**src/pcuf_pkg.sv**
```systemverilog
// ----------------------------------------------------------------------------
// pcuf_pkg
// Shared constants and controller/datapath interface types for the
// per-colour union-find core.
// ----------------------------------------------------------------------------
package pcuf_pkg;

   localparam int NODES_DEFAULT  = 128;
   localparam int COLORS_DEFAULT = 128;

   localparam int NODE_FIELD_W  = 7;
   localparam int COLOR_FIELD_W = 7;
   localparam int COUNT_W       = 8;
   localparam int CSR_ADDR_W    = 3;
   localparam int CSR_DATA_W    = 32;

   localparam logic OP_ADD   = 1'b0;
   localparam logic OP_QUERY = 1'b1;

   localparam logic [CSR_ADDR_W-1:0] REG_COLOR_COUNT = 3'd0;
   localparam logic [COUNT_W-1:0]    COLOR_COUNT_RESET = 8'd128;

   typedef struct packed {
      logic clear;
      logic load;
      logic begin_find;
      logic find_sel_b;
      logic chk;
      logic cmp_wr;
      logic save_ra;
      logic union_wr;
      logic count;
      logic next_color;
      logic emit;
   } cmd_type;

   typedef struct packed {
      logic clear_done;
      logic add_ok;
      logic query_ok;
      logic rd_eq_cur;
      logic cur_eq_root;
      logic last_color;
      logic rsp_free;
   } status_type;

endpackage

```
**src/pcuf_ctrl.sv**
```systemverilog
// ----------------------------------------------------------------------------
// pcuf_ctrl
// Sequencer: clearing pass, find with path compression, union and the
// per-colour query loop.
// ----------------------------------------------------------------------------
module pcuf_ctrl (
   input  logic                 clock,
   input  logic                 reset,
   input  logic                 req_valid,
   input  logic                 req_op,
   input  pcuf_pkg::status_type status,
   output pcuf_pkg::cmd_type    cmd,
   output logic                 busy
);
   import pcuf_pkg::*;

   localparam logic [2:0] S_CLEAR = 3'd0;
   localparam logic [2:0] S_IDLE  = 3'd1;
   localparam logic [2:0] S_FRD   = 3'd2;
   localparam logic [2:0] S_FCHK  = 3'd3;
   localparam logic [2:0] S_CRD   = 3'd4;
   localparam logic [2:0] S_CWR   = 3'd5;
   localparam logic [2:0] S_FIN   = 3'd6;

   logic [2:0] state_ff, state_in;
   logic       phase_b_ff, phase_b_in;
   logic       op_ff, op_in;

   assign busy = (state_ff != S_IDLE);

   always_comb begin
      cmd        = '0;
      state_in   = state_ff;
      phase_b_in = phase_b_ff;
      op_in      = op_ff;
      unique case (state_ff)
         S_CLEAR: begin
            cmd.clear = 1'b1;
            if (status.clear_done) state_in = S_IDLE;
         end
         S_IDLE: begin
            if (req_valid) begin
               cmd.load   = 1'b1;
               op_in      = req_op;
               phase_b_in = 1'b0;
               if (req_op == OP_ADD) begin
                  if (status.add_ok) state_in = S_FRD;
               end else begin
                  state_in = status.query_ok ? S_FRD : S_FIN;
               end
            end
         end
         S_FRD: state_in = S_FCHK;
         S_FCHK: begin
            cmd.chk  = 1'b1;
            state_in = status.rd_eq_cur ? S_CRD : S_FRD;
         end
         S_CRD: begin
            if (!status.cur_eq_root) begin
               state_in = S_CWR;
            end else if (!phase_b_ff) begin
               // Root of node a is known; now find node b in the same colour.
               cmd.save_ra    = 1'b1;
               cmd.begin_find = 1'b1;
               cmd.find_sel_b = 1'b1;
               phase_b_in     = 1'b1;
               state_in       = S_FRD;
            end else if (op_ff == OP_ADD) begin
               cmd.union_wr = 1'b1;
               state_in     = S_IDLE;
            end else begin
               cmd.count  = 1'b1;
               phase_b_in = 1'b0;
               if (status.last_color) begin
                  state_in = S_FIN;
               end else begin
                  cmd.next_color = 1'b1;
                  cmd.begin_find = 1'b1;
                  state_in       = S_FRD;
               end
            end
         end
         S_CWR: begin
            cmd.cmp_wr = 1'b1;
            state_in   = S_CRD;
         end
         S_FIN: begin
            if (status.rsp_free) begin
               cmd.emit = 1'b1;
               state_in = S_IDLE;
            end
         end
         default: state_in = S_IDLE;
      endcase
   end

   always_ff @(posedge clock) begin
      if (reset) begin
         state_ff   <= S_CLEAR;
         phase_b_ff <= 1'b0;
         op_ff      <= OP_ADD;
      end else begin
         state_ff   <= state_in;
         phase_b_ff <= phase_b_in;
         op_ff      <= op_in;
      end
   end

endmodule

```
**config.mk**
```make
export PLATFORM = sky130hd
export DESIGN_NAME = pcuf_ctrl
export DESIGN_NICKNAME = d
export VERILOG_FILES = /design/src/pcuf_pkg.sv /design/src/pcuf_ctrl.sv
export SDC_FILE = /design/constraint.sdc
export NUM_CORES = 1
export LEC_CHECK = 0
export BUFFER_PORTS_ARGS = -buffer_cell sky130_fd_sc_hd__buf_2
export CAP_MARGIN = 0
export CELL_PAD_IN_SITES_DETAIL_PLACEMENT = 1
export CELL_PAD_IN_SITES_GLOBAL_PLACEMENT = 2
export CORE_MARGIN = 4
export CORE_UTILIZATION = 22
export DETAILED_ROUTE_END_ITERATION = 16
export PLACE_DENSITY_LB_ADDON = 0.15
export SETUP_SLACK_MARGIN = 0.05
export SLEW_MARGIN = 20
export SYNTH_ARGS = -nofsm -noshare
export SYNTH_HDL_FRONTEND = slang
export SYNTH_SLANG_ARGS = --single-unit
```
**constraint.sdc**
```tcl
create_clock -name clock -period 3.4 [get_ports clock]
set_input_delay 0.17 -clock clock [delete_from_list [all_inputs] [get_ports clock]]
set_output_delay 0.17 -clock clock [all_outputs]
set_load 0.01 [all_outputs]
```
; ---- Yosys cells after proc, flatten, opt, wreduce, memory -nomap -nowiden
; Index checks and enable logic that the tools add are counted.
[totals]
ff_bits = 5
elab_cells = 54
output_inout_bits = 12
[classes]
mux = 34
reduce_logical = 5
eq_ne = 12
[op_table]
columns = operator, n
row1 = 2-to-1 mux 3 bit, 12
row2 = one-hot mux 3 bit (7 select lines), 1
row3 = 2-to-1 mux 1 bit, 15
row4 = "== test 3 bit, second input constant", 3
row5 = 2-to-1 mux 4 bit, 2
row6 = "!= test 2 bit, second input constant", 4
row7 = "== test 3 x 2 -> 1 bit, second input constant", 2
row8 = 2-to-1 mux 2 bit, 3
row9 = AND reduction 4 bit, 1
row10 = "== test 3 x 1 -> 1 bit, second input constant", 1
row11 = zero test 3 bit, 1
row12 = "!= test 3 x 1 -> 1 bit, second input constant", 1
row13 = "!= test 3 bit, second input constant", 1
row14 = AND reduction 3 bit, 1
row15 = one-hot mux 1 bit (2 select lines), 1
row16 = AND reduction 2 bit, 1
row17 = nonzero test 2 bit, 1

; ---- Longest topological paths before layout
; Gate-level depths: netlist of run 1.
[depth]
word_depth = 5
ltp_mapped = 5
mapped_depth_nobuf = 4

; ---- Least setup slack after synthesis of run 1
; No wires, ideal clock.
[synth_timing]
kind = flip-flop to output port
start = reg state_ff[2]
end = out cmd[7] (netlist name)
arrival_ns = 1.050
stages_incl_launch_ff = 5
path_slack_ns = 2.180
cell_sequence = dfxtp_1 -> nand4bb_1 -> clkbuf_2 -> nor2_1 -> buf_4
[synth_lines]
columns = element, line_no
row1 = from (decl), pcuf_ctrl.sv:25  ; logic [2:0] state_ff, state_in;
row2 = from (signal assigned), pcuf_ctrl.sv:103  ; state_ff <= state_in;
row3 = to (decl), pcuf_ctrl.sv:12  ; output pcuf_pkg::cmd_type cmd,

==> impl_metrics.py, run 1 <==
metrics = {
    "outcome": {
        "status": "finished clean",
    },
    "global_route": {
        "grt_util_all_layers_pct": 11.0,
        "antenna_found_initial": 0,
        "grt_pass1_wl_mm": 2.15,
        "grt_pass1_vias": 482,
        "grt_max_degree": 14,
        "grt-ovfl-total": 0,
    },
    "job": {
        "maxCapViolations": 0,
    },
    "floorplan": {
        "pin_count": 23,
        "rows": 15,
        "die-area_um2": 2650,
        "dieHeight_um": 51.5,
        "core_um2": 1760,
        "die_w_um": 51.5,
        "start_util_pct": 23.6,
    },
    "worst_setup_path": {
        "path_buf_inv": 1,
        "cp_slowest_cell": "dfxtp_1",
        "end_kind": "primary output",
        "critPathKind": "reg2out",
        "path_cells": "nand4bb_1 -> nor2_1 -> buf_2",
        "start_kind": "flip-flop",
        "rrSetupSlack_ns": 1.96,
        "critPathRequiredTime_ns": 3.23,
        "crit_path_max_incr_delay_ns": 0.41,
        "crit_family": "simple AND/OR/NAND/NOR gates",
        "crit_arrival_ns": 1.47,
        "cp_max_fo": 12,
    },
    "sta": {
        "hold_viol": 0,
        "skew_ns": 0.00378,
        "slew_headroom_pct": 74.1,
        "setup_viol": 0,
        "layout_min_cycle_time_ns": 1.64,
        "clock.fmax_mhz": 609,
        "finalCritPeriodShare_pct": 48.3,
        "slew_violations": 0,
        "layout_setup_ws_ns": 1.76,
        "setup_tns_ns": 0,
        "rsz0062_at_grt": "false",
        "worst_pin_slew_ns": 0.383,
    },
    "clock_tree": {
        "holdBufCountCts": 0,
        "cts_tree": "built",
        "clk_path_buf_depth": 2,
        "cts.sinks": 5,
        "clk_pin_slew_ns": 0.05,
        "cts_root_buf": "clkbuf_4",
        "ctsResizeCount": 0,
        "cts_max_level": 1,
        "postCtsSetupBuffers": 0,
        "numCtsBuffers": 3,
        "insertion_delay_ns": 0.25,
    },
    "synth": {
        "synth-seq-cells": 5,
        "synth_edf_count": 0,
        "yosysWarnings": 0,
        "synthArstFlopShare_pct": 0,
        "synth_largest_area_cell": "dfxtp_1",
        "synth_area_leaders": "dfxtp_1 (24%), a2111oi_2 (7.2%), nor2_1 (7.2%), nand2b_1 (4.5%), nor3_1 (3.6%)",
        "ys.flop_type": "dfxtp_1",
        "synth_seq_area_share_pct": 24.0,
        "synth_fp_nets": 66,
        "synth_top_area_share_pct": 24.0,
        "syn_area_um2": 417,
        "syn_area_per_cell_um2": 7.58,
        "synth_cells": 55,
        "ys_types": 30,
    },
    "route": {
        "dr.pass1.iters": 4,
        "route.detailed.drc": 0,
        "vias": 478,
        "drt_iter0_markers": 2,
        "drt-total-wl_mm": 1.28,
        "drt-wirelength-per-cell_um": 12.5,
        "via_per_inst": 4.69,
        "ant_nets": 0,
    },
    "layout": {
        "num_antenna_cells": 0,
        "area_delta_synth_final_pct": 34.2,
        "final_nets": 89,
        "drive_above_1_share_pct": 39.0,
        "n_fill_cell": 246,
    },
    "min_path": {
        "hold_path.class": "in2reg",
    },
    "power_and_ir_drop": {
        "power_density_nw_per_um2": 302,
        "ir_worst_vdd_mv": 0.153,
        "p_leak_nw": 0.254,
    },
    "place": {
        "gp_congestion": 0.730,
        "io_buffers": 22,
        "dp_hpwl_um": 999,
        "pre_cts_ws_ns": 1.93,
    },
}
[per-stage QoR]
step	hold WS, ns	util, %	std cells	power [mW]	cell area (um2)
4_1_cts	0.160	31.7	102	0.172	559
6_report	0.162	31.7	102	0.169	559
3_3_place_gp	0.434	30.2	98	0.0953	533
5_1_grt	0.162	31.7	102	0.179	559
3_5_place_dp	0.434	30.2	98	0.0954	533
2_1_floorplan	0.242	-	55	0.0815	417
[cells by family (layout without fill, tap and decap cells)]
group	Yosys count	in the layout	share of synthesized area [%]
AO/OA/AOI/OAI	15	15	29.4
buffers and inverters	8	30	9.61
flip-flops	5	5	24.0
multiplexers	1	1	2.40
AND/OR/NAND/NOR	26	26	34.5
[synthesized netlist by cell type (all sizes together) (2+ instances only)]
cell type	instances
nor3	3
inv	4
nand2b	3
nand2	4
dfxtp	5
and3	3
a21oi	2
a31oi	2
a2111oi	2
nor2	8
buf	3
[path summary, 6_finish.rpt]
path / cells past startpoint / to / startpoint
worst max-delay path: 3 / cmd[2] / state_ff[1]
worst min-delay path: 2 / state_ff[1] / reset
worst max register to register: 3 / phase_b_ff / state_ff[0]
worst min register to register: 2 / phase_b_ff / phase_b_ff
[placed cells by master, fill, tap and decap left out, types with 2 or more instances in the layout]
cell	Yosys	layout
a31oi_1	2	2
a21oi_1	2	2
nand2b_1	3	3
a2111oi_2	2	2
nor3_1	3	3
nor2_1	8	8
inv_1	3	3
nand2_1	4	4
clkbuf_4	0	3
and3_1	2	2
buf_2	1	22
dfxtp_1	5	5
[worst reg2reg max path, stage by stage, from the launching register on]
cell and delay, ns:
dfxtp_1 0.55, nand4bb_1 0.33, nor2_1 0.12, a2111oi_2 0.33
[routing by layer]
| layer | part of all wire (%) | track usage, % |
|---|---|---|
| met1 | 50 | 15.0 |
| met2 | 41 | 14.4 |
| met3 | 5.4 | 2.58 |
| met4 | 3.8 | 9.17 |
| met5 | 0 | 0 |
[state kept, by name, indices dropped and copies added, names as in the netlist]
register    count
phase_b_ff      1
state_ff        3
op_ff           1
[power by group]
part | internal, mW | switching (mW) | total [mW]
registers | 0.0607 | 0.00526 | 0.0659
clock network | 0.0448 | 0.0304 | 0.0752
logic | 0.0134 | 0.0147 | 0.0280
total | 0.119 | 0.0503 | 0.169
[final cells by class]
| cell class | instances | area, um2 | share of cell area (%) |
|---|---|---|---|
| inverters | 4 | 15.0 | 2.68 |
| well taps | 25 | 31.3 | 5.59 |
| multi-input cells | 42 | 277 | 49.4 |
| clock buffers | 4 | 26.3 | 4.70 |
| flip-flops and latches | 5 | 100 | 17.9 |
| repair buffers | 22 | 110 | 19.7 |
Note: power is estimated with default switching activity, not from simulation.
==> run 2: changes to the inputs <==
CORE_UTILIZATION = 19   (was 22)
clock period = 1.5 ns   (was 3.4 ns; I/O delays follow)
==> impl_metrics.py, run 2 (synthesis results as in run 1) <==
metrics = {
    "route": {
        "drt-wirelength-per-cell_um": 12.2,
        "dr.max_layer_used": "met4",
        "drt_iter0_markers": 2,
        "via_per_inst": 4.50,
        "route.detailed.drc": 0,
        "met2_wirelength_um": 564,
        "vias": 486,
        "ant_nets": 0,
        "wl_met1_um": 665,
        "met3WireLength_um": 85,
        "dr.pass1.iters": 3,
        "drt-total-wl_mm": 1.32,
    },
    "sta": {
        "setup_tns_ns": 0,
        "slew_violations": 0,
        "worst_pin_slew_ns": 0.419,
        "setup_viol": 0,
        "finalCritPeriodShare_pct": 90.3,
        "clock.fmax_mhz": 738,
        "slew_headroom_pct": 71.7,
        "rsz0062_at_grt": "false",
        "skew_ns": 0.00312,
        "layout_min_cycle_time_ns": 1.35,
        "hold_viol": 0,
    },
    "floorplan": {
        "rows": 16,
        "pin_count": 23,
        "start_util_pct": 20.6,
        "die_w_um": 54.8,
        "core_um2": 2020,
        "dieHeight_um": 54.8,
        "die-area_um2": 3010,
    },
    "global_route": {
        "antenna_found_initial": 0,
        "grt_pass1_vias": 449,
        "grt-ovfl-total": 0,
        "grt_max_degree": 9,
        "grt_pass1_wl_mm": 1.97,
        "grt_util_all_layers_pct": 9.33,
    },
    "worst_setup_path": {
        "rrSetupSlack_ns": 0.23,
        "critPathRequiredTime_ns": 1.42,
        "critPathKind": "reg2out",
        "reg2regPathDepth": 5,
        "crit_arrival_ns": 1.28,
        "rr_startpoint": "state_ff[0]",
        "end_kind": "primary output",
        "cp_max_fo": 7,
        "start_kind": "flip-flop",
        "timing.rr.end": "state_ff[2]",
    },
    "clock_tree": {
        "cts_tree": "built",
        "cts.sinks": 5,
        "cts_root_buf": "clkbuf_4",
        "cts_max_level": 1,
        "clk_path_buf_depth": 2,
        "clk_pin_slew_ns": 0.05,
        "numCtsBuffers": 3,
        "insertion_delay_ns": 0.24,
    },
    "place": {
        "dp_hpwl_mm": 1.07,
        "placed_cells": 104,
        "gp_congestion": 0.714,
        "io_buffers": 22,
    },
    "min_path": {
        "hold_path.class": "in2reg",
        "worstHoldPathCells": 2,
        "hold_end": "state_ff[1]",
        "holdCritStartpoint": "reset",
    },
    "power_and_ir_drop": {
        "ir_worst_vdd_mv": 0.289,
        "power.total_uw": 386,
        "p_leak_nw": 0.277,
        "power_density_nw_per_um2": 628,
    },
    "layout": {
        "max_flop_register": "state_ff",
        "drive_above_1_share_pct": 46.9,
        "final_nets": 93,
        "top_regs": "state_ff (3), op_ff (1), phase_b_ff (1)",
        "stdcell_count": 108,
        "final_common_cell": "buf_2",
        "largest_reg_flops": 3,
        "n_fill_cell": 258,
        "num_antenna_cells": 0,
        "area_delta_synth_final_pct": 47.4,
        "multi_input_area_um2": 298,
        "final_cell_mix": "buf_2 (22), nor2_1 (6), nand2_1 (4), dfxtp_1 (4), buf_4 (4)",
        "seqCellArea_um2": 101,
    },
    "outcome": {
        "status": "finished clean",
    },
    "job": {
        "maxCapViolations": 0,
    },
}
run 2: worst max path at each step:
stage                            from  endpoint  slack (ns)  cells past startpoint
after floorplan           state_ff[2]     op_ff        0.33                      4
after global placement    state_ff[2]     op_ff        0.20                      4
after detailed placement  state_ff[2]     op_ff        0.18                      4
after CTS                 state_ff[2]    cmd[9]        0.08                      3
after global routing      state_ff[1]    cmd[1]        0.06                      3
final                     state_ff[1]    cmd[1]        0.15                      3
run 2: critical path, cell delays in order (launching register included):
cell and delay, ns:
dfxtp_1 0.37, nand4bb_4 0.32, nor3_1 0.20, buf_2 0.15
run 2: layer usage:
| metal | track usage, % | vias up |
|---|---|---|
| li1 | - | 254 |
| met1 | 12.2 | 218 |
| met2 | 13.4 | 12 |
| met3 | 2.18 | 2 |
| met4 | 6.22 | 0 |
| met5 | 0 | - |
run 2: what timing repair did:
item,4_1_cts,5_1_grt
pin swaps,0,0
endpoints found under the setup margin,5,1
buffers inserted,0,0
gates resized for setup,4,1
hold buffers,0,0
hold endpoints to repair,0,0
run 2: per-stage QoR:
stage / cell area, um2 / hold WS, ns / utilization (%) / setup WS, ns
3_5_place_dp: 566 / 0.331 / 28.0 / 0.180
6_report: 614 / 0.0722 / 30.4 / 0.145
2_1_floorplan: 417 / 0.147 / - / 0.331
3_3_place_gp: 566 / 0.334 / 28.0 / 0.195
5_1_grt: 614 / 0.0796 / 30.4 / 0.0646
4_1_cts: 612 / 0.0663 / 30.3 / 0.0751
run 2: cell type report:
class	count	share of cell area, %
multi-input cells	42	48.5
inverters	4	2.44
flip-flops and latches	5	16.5
well taps	27	5.50
clock buffers	4	4.28
repair buffers	26	22.8
run 2: power breakdown:
part / switching (mW) / leakage [nW] / internal [mW]
combinational: 0.0427 / 0.221 / 0.0403
sequential: 0.00553 / 0.0412 / 0.138
clock: 0.0584 / 0.0150 / 0.101
total: 0.107 / 0.277 / 0.279
